===== src/design/ifd_pkg.sv =====
package ifd_pkg;

  localparam logic [1:0] OP_REF     = 2'd0;
  localparam logic [1:0] OP_DATA    = 2'd1;
  localparam logic [1:0] OP_RESTART = 2'd2;
  localparam logic [1:0] OP_NONE    = 2'd3;

  localparam logic [1:0] ST_OK      = 2'd0;
  localparam logic [1:0] ST_BEHIND  = 2'd1;
  localparam logic [1:0] ST_NOREF   = 2'd2;
  localparam logic [1:0] ST_RANGE   = 2'd3;

  localparam int REG_DATA_COLUMNS = 0;
  localparam int REG_DATA_ROWS    = 1;
  localparam int REG_REF_COLUMNS  = 2;
  localparam int REG_REF_ROWS     = 3;
  localparam int REG_SCALE_X      = 4;
  localparam int REG_SCALE_Y      = 5;
  localparam int REG_SCALE_Z      = 6;

  localparam logic signed [17:0] WEIGHT_ONE = 18'sd65536;

  typedef struct packed {
    logic [1:0]         operation;
    logic signed [31:0] sample;
    logic [31:0]        frame_time;
    logic               end_of_frame;
  } in_item_t;

  typedef struct packed {
    logic signed [31:0] difference;
    logic [1:0]         status;
    logic               frame_done;
    logic signed [31:0] run_min;
    logic signed [31:0] run_max;
  } out_item_t;

  typedef struct packed {
    logic [10:0] data_columns;
    logic [10:0] data_rows;
    logic [10:0] ref_columns;
    logic [10:0] ref_rows;
    logic [3:0]  scale_x;
    logic [3:0]  scale_y;
    logic [3:0]  scale_z;
  } cfg_t;

  // work passed from front to back
  typedef struct packed {
    logic [1:0]         operation;
    logic signed [31:0] sample;
    logic [31:0]        frame_time;
    logic               end_of_frame;
    logic [9:0]         col;
    logic [9:0]         row;
    logic [15:0]        layer;
    logic               first;
  } job_t;

endpackage


===== src/design/ifd_front.sv =====
module ifd_front import ifd_pkg::*; (
  input  logic     clk,
  input  logic     rst,
  input  cfg_t     cfg,
  input  in_item_t in_item,
  input  logic     in_valid,
  output logic     in_ready,
  output job_t     job,
  output logic     job_valid,
  input  logic     job_ready
);

  logic [9:0]  col_count;
  logic [9:0]  row_count;
  logic [15:0] layer_count;
  logic        in_frame;
  logic [10:0] dc;
  logic [10:0] dr;
  logic [10:0] col_inc;
  logic [10:0] row_inc;
  logic        take;

  job_t q [2];
  logic       wp;
  logic       rp;
  logic [1:0] cnt;

  assign dc = (cfg.data_columns == 11'd0) ? 11'd1 :
              (cfg.data_columns > 11'd1024) ? 11'd1024 : cfg.data_columns;
  assign dr = (cfg.data_rows == 11'd0) ? 11'd1 :
              (cfg.data_rows > 11'd1024) ? 11'd1024 : cfg.data_rows;
  assign col_inc = {1'b0, col_count} + 11'd1;
  assign row_inc = {1'b0, row_count} + 11'd1;

  assign in_ready  = (cnt != 2'd2);
  assign take      = in_valid && in_ready;
  assign job_valid = (cnt != 2'd0);
  assign job       = q[rp];

  always_ff @(posedge clk) begin
    if (take) begin
      q[wp].operation    <= in_item.operation;
      q[wp].sample       <= in_item.sample;
      q[wp].frame_time   <= in_item.frame_time;
      q[wp].end_of_frame <= in_item.end_of_frame;
      q[wp].col          <= col_count;
      q[wp].row          <= row_count;
      q[wp].layer        <= layer_count;
      q[wp].first        <= !in_frame;
    end
  end

  always_ff @(posedge clk) begin
    if (rst) begin
      wp <= 1'b0;
      rp <= 1'b0;
      cnt <= 2'd0;
      col_count <= '0;
      row_count <= '0;
      layer_count <= '0;
      in_frame <= 1'b0;
    end else begin
      if (take) wp <= !wp;
      if (job_valid && job_ready) rp <= !rp;
      cnt <= cnt + {1'b0, take} - {1'b0, job_valid && job_ready};
      if (take && in_item.operation == OP_RESTART) begin
        col_count <= '0;
        row_count <= '0;
        layer_count <= '0;
        in_frame <= 1'b0;
      end else if (take && in_item.operation == OP_DATA) begin
        if (in_item.end_of_frame) begin
          col_count <= '0;
          row_count <= '0;
          layer_count <= '0;
          in_frame <= 1'b0;
        end else begin
          in_frame <= 1'b1;
          if (col_inc >= dc) begin
            col_count <= '0;
            if (row_inc >= dr) begin
              row_count <= '0;
              layer_count <= layer_count + 16'd1;
            end else begin
              row_count <= row_inc[9:0];
            end
          end else begin
            col_count <= col_inc[9:0];
          end
        end
      end
    end
  end

  assert property (@(posedge clk) disable iff (rst) cnt != 2'd3)
    else $error("queue count overflow");
  assert property (@(posedge clk) disable iff (rst)
    take && in_item.operation == OP_DATA && in_item.end_of_frame |=> !in_frame)
    else $error("frame not closed");
  assert property (@(posedge clk) disable iff (rst) col_count < 10'd1023 || dc == 11'd1024)
    else $error("column counter past wrap");

endmodule


===== config.mk =====
export PLATFORM = sky130hd
export DESIGN_NAME = ifd_front
export DESIGN_NICKNAME = d
export VERILOG_FILES = /design/src/design/ifd_pkg.sv /design/src/design/ifd_front.sv
export SDC_FILE = /design/constraint.sdc
export NUM_CORES = 1
export LEC_CHECK = 0
export BUFFER_PORTS_ARGS = -buffer_cell sky130_fd_sc_hd__buf_2
export CORE_UTILIZATION = 51
export CTS_BUF_LIST = sky130_fd_sc_hd__clkbuf_4
export DETAILED_ROUTE_END_ITERATION = 12
export PLACE_DENSITY = 0.8
export SETUP_SLACK_MARGIN = 0.15
export SKIP_LAST_GASP = 1
export SYNTH_ARGS = -nofsm -noshare
export SYNTH_HDL_FRONTEND = slang
export SYNTH_SLANG_ARGS = --single-unit

===== constraint.sdc =====
create_clock -name clk -period 5.2 [get_ports clk]
set_input_delay 0.52 -clock clk [delete_from_list [all_inputs] [get_ports clk]]
set_output_delay 0.52 -clock clk [all_outputs]
set_load 0.05 [all_outputs]

# Word-level counts from Yosys, hierarchy flattened
# Memory sizes are Yosys's and may differ from the RTL's. A register that Yosys moved wholly into a read port is not among the register bits.
# Cells that the tools add are included.
dict set report op_classes {
  reduce_logical 15
  n_eq_ne 3
  n_addsub 5
  muxes 17
  n_lt_le_gt_ge 4
}
# op count
set op_table {}
lappend op_table {{10-bit two-way mux} 5}
lappend op_table {{16-bit two-way mux} 3}
lappend op_table {{11-bit two-way mux} 4}
lappend op_table {{10-bit by 1-bit adder with 11-bit output (second input constant)} 2}
lappend op_table {{11-bit >= comparator} 2}
lappend op_table {{11-bit greater-than comparator (second input constant)} 2}
lappend op_table {{11-bit logical NOT} 2}
lappend op_table {{16-bit by 1-bit adder with 16-bit output (second input constant)} 1}
lappend op_table {{2-bit nonzero test} 3}
lappend op_table {{1-bit two-way mux} 5}
lappend op_table {{1-bit logical AND} 4}
lappend op_table {{1-bit logical NOT} 3}
lappend op_table {{3-bit AND reduction} 1}
lappend op_table {{2-bit by 1-bit adder with 2-bit output} 1}
lappend op_table {{2-bit by 1-bit equality test with 1-bit output (second input constant)} 1}
lappend op_table {{2-bit equality test (second input constant)} 1}
lappend op_table {{2-bit inequality test (second input constant)} 1}
lappend op_table {{2-bit AND reduction} 1}
lappend op_table {{2-bit OR reduction} 1}
lappend op_table {{2-bit by 1-bit subtractor with 2-bit output} 1}
dict set report word_totals {
  ramBits 208
  regBits 41
  output_inout_bits 106
  wordCells 52
  memories 1
  input_bits 127
}
# memory words width read_ports rd_ports_with_merged_regs wr line
set mem_list {}
lappend mem_list {q 2 104 1 1 1 ifd_front.sv:23} ;# job_t q [2];

# Depth between registers and ports, before layout
# Gate-level depths: netlist (run 1).
dict set report logic_depth {
  ltp_word 7
  mapped_depth 14
  ltp_nobuf 13
}

# Worst setup path after synthesis (run 1)
# OpenSTA, ideal clock, no wires.
dict set report synth_timing {
  kind {reg-to-reg}
  start {reg cnt[0]}
  end {mem q[0][0] (netlist bit), enable pin}
  arrival_ps 5010
  required_ps 4632
  stages_incl_launch_ff 4
  path_slack_ps -378
  path_buffers 0
  synth_period_minus_slack_ps 5578
  setup_time_ps 568
  path_cell_list {dfxtp_1 > nand2b_4 > nand2_1 > nor2_1}
}
dict set report synth_via {
  elab_chain_cells 4
}
# item line
set synth_lines {}
lappend synth_lines {{start, declared} ifd_front.sv:26} ;# logic [1:0] cnt;
lappend synth_lines {{start signal, assigned} ifd_front.sv:65} ;# cnt <= cnt + {1'b0, take} - {1'b0, job_valid && job_ready};
lappend synth_lines {{2-bit inequality test} ifd_front.sv:35} ;# assign in_ready = (cnt != 2'd2);
lappend synth_lines {{via in_ready} ifd_front.sv:7} ;# output logic in_ready,
lappend synth_lines {{1-bit logical AND} ifd_front.sv:36} ;# assign take = in_valid && in_ready;
lappend synth_lines {{1-bit two-way mux} ifd_front.sv:41} ;# if (take) begin
lappend synth_lines {{1-bit two-way mux (implied by the code)} ifd_front.sv:49} ;# q[wp].first <= !in_frame;
lappend synth_lines {{end, declared} ifd_front.sv:23}
# The timed path passes the listed nets, and every way through them passes these cells.

# Final worst setup path (run 1)
dict set report layout_timing {
  start {reg col_count[0]}
  end {reg row_count[8]}
}
dict set report layout_via {
  elab_chain_cells 4
}
# item line
set layout_lines {}
lappend layout_lines {{start, declared} ifd_front.sv:13} ;# logic [9:0] col_count;
lappend layout_lines {{start signal, assigned} ifd_front.sv:88} ;# col_count <= col_inc[9:0];
lappend layout_lines {{10-bit by 1-bit adder with 11-bit output} ifd_front.sv:32} ;# assign col_inc = {1'b0, col_count} + 11'd1;
lappend layout_lines {{11-bit >= comparator} ifd_front.sv:79} ;# if (col_inc >= dc) begin
lappend layout_lines {{2-bit nonzero test (no line)} --}
lappend layout_lines {{2-bit AND reduction (no line)} --}
lappend layout_lines {{end signal, assigned} ifd_front.sv:85} ;# row_count <= row_inc[9:0];
lappend layout_lines {{end, declared} ifd_front.sv:14} ;# logic [9:0] row_count;
# Every way passes these cells.
# A chain may end at the register's enable or synchronous reset.

==> results of run 1 <==
[critical path, cell delays in order (launching register included)]
cell     delay (ns)
dfxtp_1        0.44
ha_1           0.24
nand3_1        0.16
nor2_1         0.28
xor2_1         0.19
ha_1           0.26
a21oi_1        0.12
o21ai_0        0.09
a21oi_1        0.33
o21ba_1        0.66
nand2_1        0.52
o21ai_0        0.34
[cells in the mapped netlist (4+ instances only)]
cell	instances
a32o_1	7
mux2_2	104
o311ai_0	6
and3_1	9
buf_1	4
inv_1	11
clkbuf_1	4
xor2_1	11
o41ai_1	6
dfxtp_1	42
a21oi_1	21
nor2b_1	4
o31ai_1	6
ha_1	27
nand3_1	17
nor2_1	41
xnor2_1	15
o21ai_0	16
edfxtp_1	208
nor4_1	7
nand4_1	7
nor3_1	5
nand2_1	41
buf_2	12
a31oi_1	6
[cell families after synthesis]
kind of cell,count (synthesis)
DFF,250
and+or+nand+nor,150
muxes,105
AOI/OAI and AO/OA,86
buffers and inverters,36
adders and majority gates,27
xor gates and xnor gates,26
[metal layers]
| metal | wire [um] | track usage, % |
|---|---|---|
| met3 | 1760 | 6.39 |
| met5 | 0 | 0 |
| met1 | 8320 | 22.5 |
| met2 | 10300 | 34.8 |
| met4 | 468 | 9.20 |
[metrics by stage]
step / hold WS (ns) / power, uW / util [%] / cells / area, um2
global route: 0.00259 / 6850 / 64.2 / 1255 / 12600
global placement: 0.464 / 4810 / 59.1 / 1124 / 11600
floorplan: 0.443 / 4360 / - / 680 / 10400
finish: 0.0600 / 6550 / 64.2 / 1255 / 12600
detailed placement: 0.480 / 4840 / 59.1 / 1124 / 11600
CTS: 0.000179 / 6640 / 64.0 / 1249 / 12600
[power by group through the flow]
stage                     registers, uW  logic (uW)  clock network [uW]
after floorplan                    2600        1760                   0
after global placement             2670        2140                   0
after detailed placement           2690        2150                   0
after CTS                          2650        2160                1830
after global routing               2680        2250                1930
final                              2640        2140                1770
[how the worst max path moves through the flow]
| stage | depth (start not counted) | to | startpoint | slack, ns |
|---|---|---|---|---|
| 2_1_floorplan | 3 | q[0][0] | cnt[0] | 1.37 |
| 3_3_place_gp | 11 | row_count[2] | col_count[0] | 1.59 |
| 3_5_place_dp | 12 | row_count[8] | col_count[0] | 1.53 |
| 4_1_cts | 11 | row_count[8] | col_count[0] | 1.52 |
| 5_1_grt | 12 | row_count[8] | col_count[0] | 1.14 |
| 6_report | 11 | row_count[8] | col_count[0] | 1.48 |
[sequential cells by signal, indices dropped and copies added, names as in the netlist, named ones only]
signal,flops
layer_count,16
col_count,10
rp,1
wp,1
cnt,2
q,208
row_count,10
in_frame,1
[final cells by class]
cell class | instances | area share [%]
Inverter | 13 | 0.387
Timing Repair Buffer | 213 | 9.06
Tap cell | 265 | 2.63
Clock buffer | 101 | 6.01
Clock inverter | 18 | 1.08
Sequential cell | 250 | 56.2
Antenna cell | 1 | 0.0198
Multi-Input combinational cell | 394 | 24.7
==> run_results.csv, run 1 <==
group,metric,value,unit
yosys,yosysSeqAreaShare,68.4,%
yosys,ys_ff_latch,250,
power_and_ir_drop,power_frac_clock,27.1,%
final_layout,drive_gt1_share,43.9,%
floorplanning,pin_count,233,
routing,wire_per_inst,16.6,um
power_and_ir_drop,p_leak,0.00485,uW
final_layout,layout_common_cells,"edfxtp_1, buf_2, mux2_2",
sta,setup_viol,0,
hold_path,hold_class,"input port to register",
final_layout,mostFrequentLayoutCell,"edfxtp_1",
sta,slew_violations,0,
sta,slew_headroom,29.2,%
clock_tree,cts_tree,"done",
hold_path,min-delay-start,"in_item[37]",
yosys,synth_edf_count,208,
floorplanning,core_area,19700,um2
yosys,synth-compound-area-share,5.86,%
yosys,ys_types,53,
routing,vias,6668,
critical_path,crit_path_max_fanout,19,
critical_path,reg2reg_depth,11,
clock_tree,cts.sinks,250,
clock_tree,root_buffer,"clkbuf_4",
power_and_ir_drop,power_density,519,nW/um2
global_routing,grt_overflow_total,0,
place,hpwl,13200,um
sta,finalSetupTns,0,ns
yosys,synth.net_count,834,
sta,fmax,269,MHz
clock_tree,htreeDepth,3,
power_and_ir_drop,power_frac_seq,40.3,%
clock_tree,cts_setup_buffers,0,
hold_path,whs_path_depth,1,
global_routing,grt_start_max_net_pins,90,
floorplanning,die_w,144,um
critical_path,critPathCaptureType,"register",
hold_path,min_to,"q[0][74]",
yosys,synth_top_family_by_area,"multiplexers",
critical_path,worst_setup_path_start_kind,"register",
floorplanning,num_rows,51,
power_and_ir_drop,p_int,4070,uW
place,place_ws,1.53,ns
yosys,synth_top_area_share,60.3,%
routing,drt-vias-per-instance,5.31,
global_routing,grt_usage,20.1,%
routing,ant_nets,0,
clock_tree,cts_hold_buffers,6,
critical_path,arrival,4.28,ns
floorplanning,die_area,20900,um2
power_and_ir_drop,ir_drop,0.000308,V
floorplanning,start_util,52.7,%
power_and_ir_drop,swShare,37.8,%
yosys,synth-async-reset-ratio,0,%
critical_path,reg2reg_to,"row_count[8]",
floorplanning,dieHeight,144,um
clock_tree,cts-resized-gates,0,
final_layout,final_nets,1093,
critical_path,r2r_slack,1.48,ns
critical_path,critPathKind,"register to register",
yosys,synthMuxAreaShare,11.4,%
yosys,ys_warn_count,0,
routing,remaining_drc_errors,0,
place,io_buffers,198,
global_routing,antenna_found_initial,1,
routing,firstDrtPassIters,6,
final_layout,multi_input_area,3110,um2
final_layout,area_growth,21.9,%
yosys,netlist_area,10400,um2
global_routing,grt_pass1_wl,32000,um
power_and_ir_drop,switchingPower,2480,uW
sta,rsz0062_at_grt,"no",
critical_path,required,5.76,ns
critical_path,reg2reg_from,"col_count[0]",
yosys,yosys.area_share.simple,7.20,%
sta,finalCritPeriodShare,71.5,%
clock_tree,clock_path_buffers,3,
sta,layout_setup_ws,1.48,ns
yosys,avgSynthCellArea,15.2,um2
routing,routed_wl,20900,um
clock_tree,numCtsBuffers,67,
clock_tree,clkLatencyLatePin,0.65,ns
final_layout,num-fill-cells,1535,
run_status,status,"finished, final reports clean",
sta,skew,0.0399,ns
clock_tree,path_clk_slew,0.07,ns
power_and_ir_drop,combPwrFrac,32.6,%
yosys,synth_top_flop_cell,"edfxtp_1",
global_routing,grt_pass1_vias,6678,
yosys,synth_fa_ha_area_share,3.26,%
yosys,synth_top_area_cell,"edfxtp_1",
final_layout,register_area,7090,um2
yosys,synth_xor_area_share,2.20,%
yosys,ys_top_cells_by_area,"edfxtp_1, mux2_2, dfxtp_1",
place,globalplace.congestion,0.812,
yosys,syn_inst,680,
sta,hold_viol,0,
sta,fin_crit,3.72,ns
job,cap_violations,0,
sta,worst_slew_pin_slew,1.06,ns
routing,drt-initial-drc-count,286,
Power figures use the tool's default switching activity.
==> run 2: changes to the inputs <==
--- a/config.mk
+++ b/config.mk
@@ -6,10 +6,10 @@
 export NUM_CORES = 1
 export LEC_CHECK = 0
 export BUFFER_PORTS_ARGS = -buffer_cell sky130_fd_sc_hd__buf_2
-export CORE_UTILIZATION = 51
+export CORE_UTILIZATION = 55
 export CTS_BUF_LIST = sky130_fd_sc_hd__clkbuf_4
 export DETAILED_ROUTE_END_ITERATION = 12
-export PLACE_DENSITY = 0.8
+export PLACE_DENSITY = 0.82
 export SETUP_SLACK_MARGIN = 0.15
 export SKIP_LAST_GASP = 1
 export SYNTH_ARGS = -nofsm -noshare
==> constraint.sdc (replaced) <==
create_clock -name clk -period 3.9 [get_ports clk]
set_input_delay 0.39 -clock clk [delete_from_list [all_inputs] [get_ports clk]]
set_output_delay 0.39 -clock clk [all_outputs]
set_load 0.05 [all_outputs]
==> run 2 against run 1 <==
Against the previous run: the run now ends with design-rule violations left; combinational power grew 40%; register-to-register slack got worse by 1.1 ns; largest cell class unchanged; critical path type unchanged; die area down 7.2%.
==> run_results.csv, run 2 (synthesized netlist as in run 1, its figures left out) <==
group,metric,value,unit
global_routing,met3_usage,6.78,%
global_routing,grt_pass1_wl,36000,um
run_status,status,"finished, violations left",
critical_path,critPathKind,"register to register",
final_layout,diodes,0,
floorplanning,num_rows,49,
global_routing,grt_overflow_total,0,
final_layout,num-fill-cells,1186,
sta,finalSetupTns,0,ns
floorplanning,start_util,56.9,%
sta,setup_viol,0,
sta,slew_violations,0,
global_routing,antenna_found_initial,1,
final_layout,final_nets,1148,
routing,remaining_drc_errors,22,
sta,fin_crit,3.49,ns
floorplanning,core_area,18200,um2
clock_tree,root_buffer,"clkbuf_4",
critical_path,worst_setup_path_start_kind,"register",
clock_tree,numCtsBuffers,61,
final_layout,largest_register_ffs,208,
clock_tree,cts.sinks,250,
routing,routed_wl,22800,um
critical_path,critPathCaptureType,"register",
power_and_ir_drop,p_int,5180,uW
final_layout,final_cell_area,13000,um2
power_and_ir_drop,swShare,39.0,%
final_layout,multi_input_area,3110,um2
sta,skew,0.0436,ns
routing,drt-vias-per-instance,5.44,
final_layout,largest-register,"q",
clock_tree,clock_path_buffers,3,
place,hpwl,13200,um
clock_tree,htreeDepth,2,
power_and_ir_drop,power,8480,uW
floorplanning,die_w,139,um
sta,rsz0062_at_grt,"no",
sta,whs,0.206,ns
hold_path,hold_class,"input port to register",
global_routing,global_route.usage.met2,41.0,%
final_layout,mostFrequentLayoutCell,"edfxtp_1",
routing,ant_nets,0,
power_and_ir_drop,p_leak,0.00502,uW
critical_path,arrival,4.02,ns
place,io_buffers,198,
final_layout,top_regs,"q: 208 flops, layer_count: 16 flops",
job,cap_violations,0,
sta,finalCritPeriodShare,89.6,%
final_layout,layout_common_cells,"edfxtp_1, buf_2, mux2_2",
floorplanning,die_area,19400,um2
routing,firstDrtPassIters,9,
global_routing,grtUsageMet1,28.4,%
critical_path,crit_path_max_fanout,8,
sta,fmax,286,MHz
floorplanning,pin_count,233,
final_layout,final_cell_count_no_fill,1267,
clock_tree,cts_tree,"done",
clock_tree,clkLatencyLatePin,0.67,ns
run_status,failed_checks,"design-rule violations",
final_layout,area_growth,25.7,%
global_routing,grt_start_max_net_pins,60,
critical_path,required,4.43,ns
sta,worst_slew_pin_slew,0.837,ns
place,placed_cell_area,11600,um2
place,globalplace.congestion,0.818,
global_routing,grt_pass1_vias,7088,
global_routing,grt_usage,23.8,%
place,place_inst,1093,
power_and_ir_drop,combPwrFrac,35.2,%
routing,vias,6897,
power_and_ir_drop,power_frac_clock,23.6,%
floorplanning,dieHeight,139,um
global_routing,busiest_layer,"met2",
sta,slew_headroom,44.2,%
sta,hold_viol,0,
power_and_ir_drop,power_frac_seq,41.2,%
routing,wire_per_inst,18.0,um
power_and_ir_drop,ir_drop,0.000408,V
power_and_ir_drop,power_density,652,nW/um2
final_layout,register_area,7090,um2
clock_tree,path_clk_slew,0.06,ns
clock_tree,cts_setup_buffers,0,
routing,drt-initial-drc-count,449,
power_and_ir_drop,switchingPower,3310,uW
final_layout,drive_gt1_share,40.4,%
## run 2: final timing paths
| path | from | to | slack [ns] | cells after the start |
|---|---|---|---|---|
| setup reg to reg | row_count[0] | layer_count[3] | 0.41 | 13 |
| setup / recovery | row_count[0] | layer_count[3] | 0.41 | 13 |
| hold reg to reg | in_frame | in_frame | 0.49 | 2 |
| hold / removal | job_ready | register | 0.21 | 4 |
## run 2: per-stage QoR
stage,util [%],worst slack (ns)
after global routing,71.5,0.151
after floorplan,-,0.365
final,71.5,0.406
after CTS,71.5,0.427
after detailed placement,63.8,0.422
after global placement,63.8,0.574
## run 2: area by class of cell
| cell class | instances | area share, % |
|---|---|---|
| well taps | 229 | 2.20 |
| flip-flops and latches | 250 | 54.5 |
| multi-input cells | 394 | 23.9 |
| clock inverters | 20 | 0.586 |
| repair buffers | 274 | 13.5 |
| clock buffers | 87 | 5.02 |
| inverters | 13 | 0.375 |
## run 2: timing repair
action                                 CTS  global route
endpoints found under the hold margin  137             0
setup endpoints to repair                0             0
resized for setup                        0             0
hold buffers                            67             0
## run 2: worst max-delay path, stage by stage (launching register included)
cell and delay (ns):
dfxtp_1 0.48, ha_1 0.24, nand3_1 0.17, nor2_1 0.23
and3_1 0.22, nor2_1 0.06, or2_2 0.29, ha_1 0.29
and4_1 0.22, and2_1 0.18, a221oi_2 0.11, nor2_2 0.28
nand2_2 0.21, o41ai_1 0.39
## run 2: power groups by stage
stage / Sequential [uW] / Combinational (uW) / Clock (uW)
final: 3490 / 2990 / 2000
after global routing: 3530 / 3110 / 2190
after CTS: 3490 / 2980 / 2030
after detailed placement: 3540 / 2910 / 0
after global placement: 3520 / 2900 / 0
after floorplan: 3450 / 2350 / 0
## run 2: layer usage
layer	vias up	wire length [um]	part of all wire (%)
met5	-	0	0
met4	0	519	2.3
met3	46	1850	8.1
met2	276	11200	49
met1	3281	9220	40
li1	3294	-	-
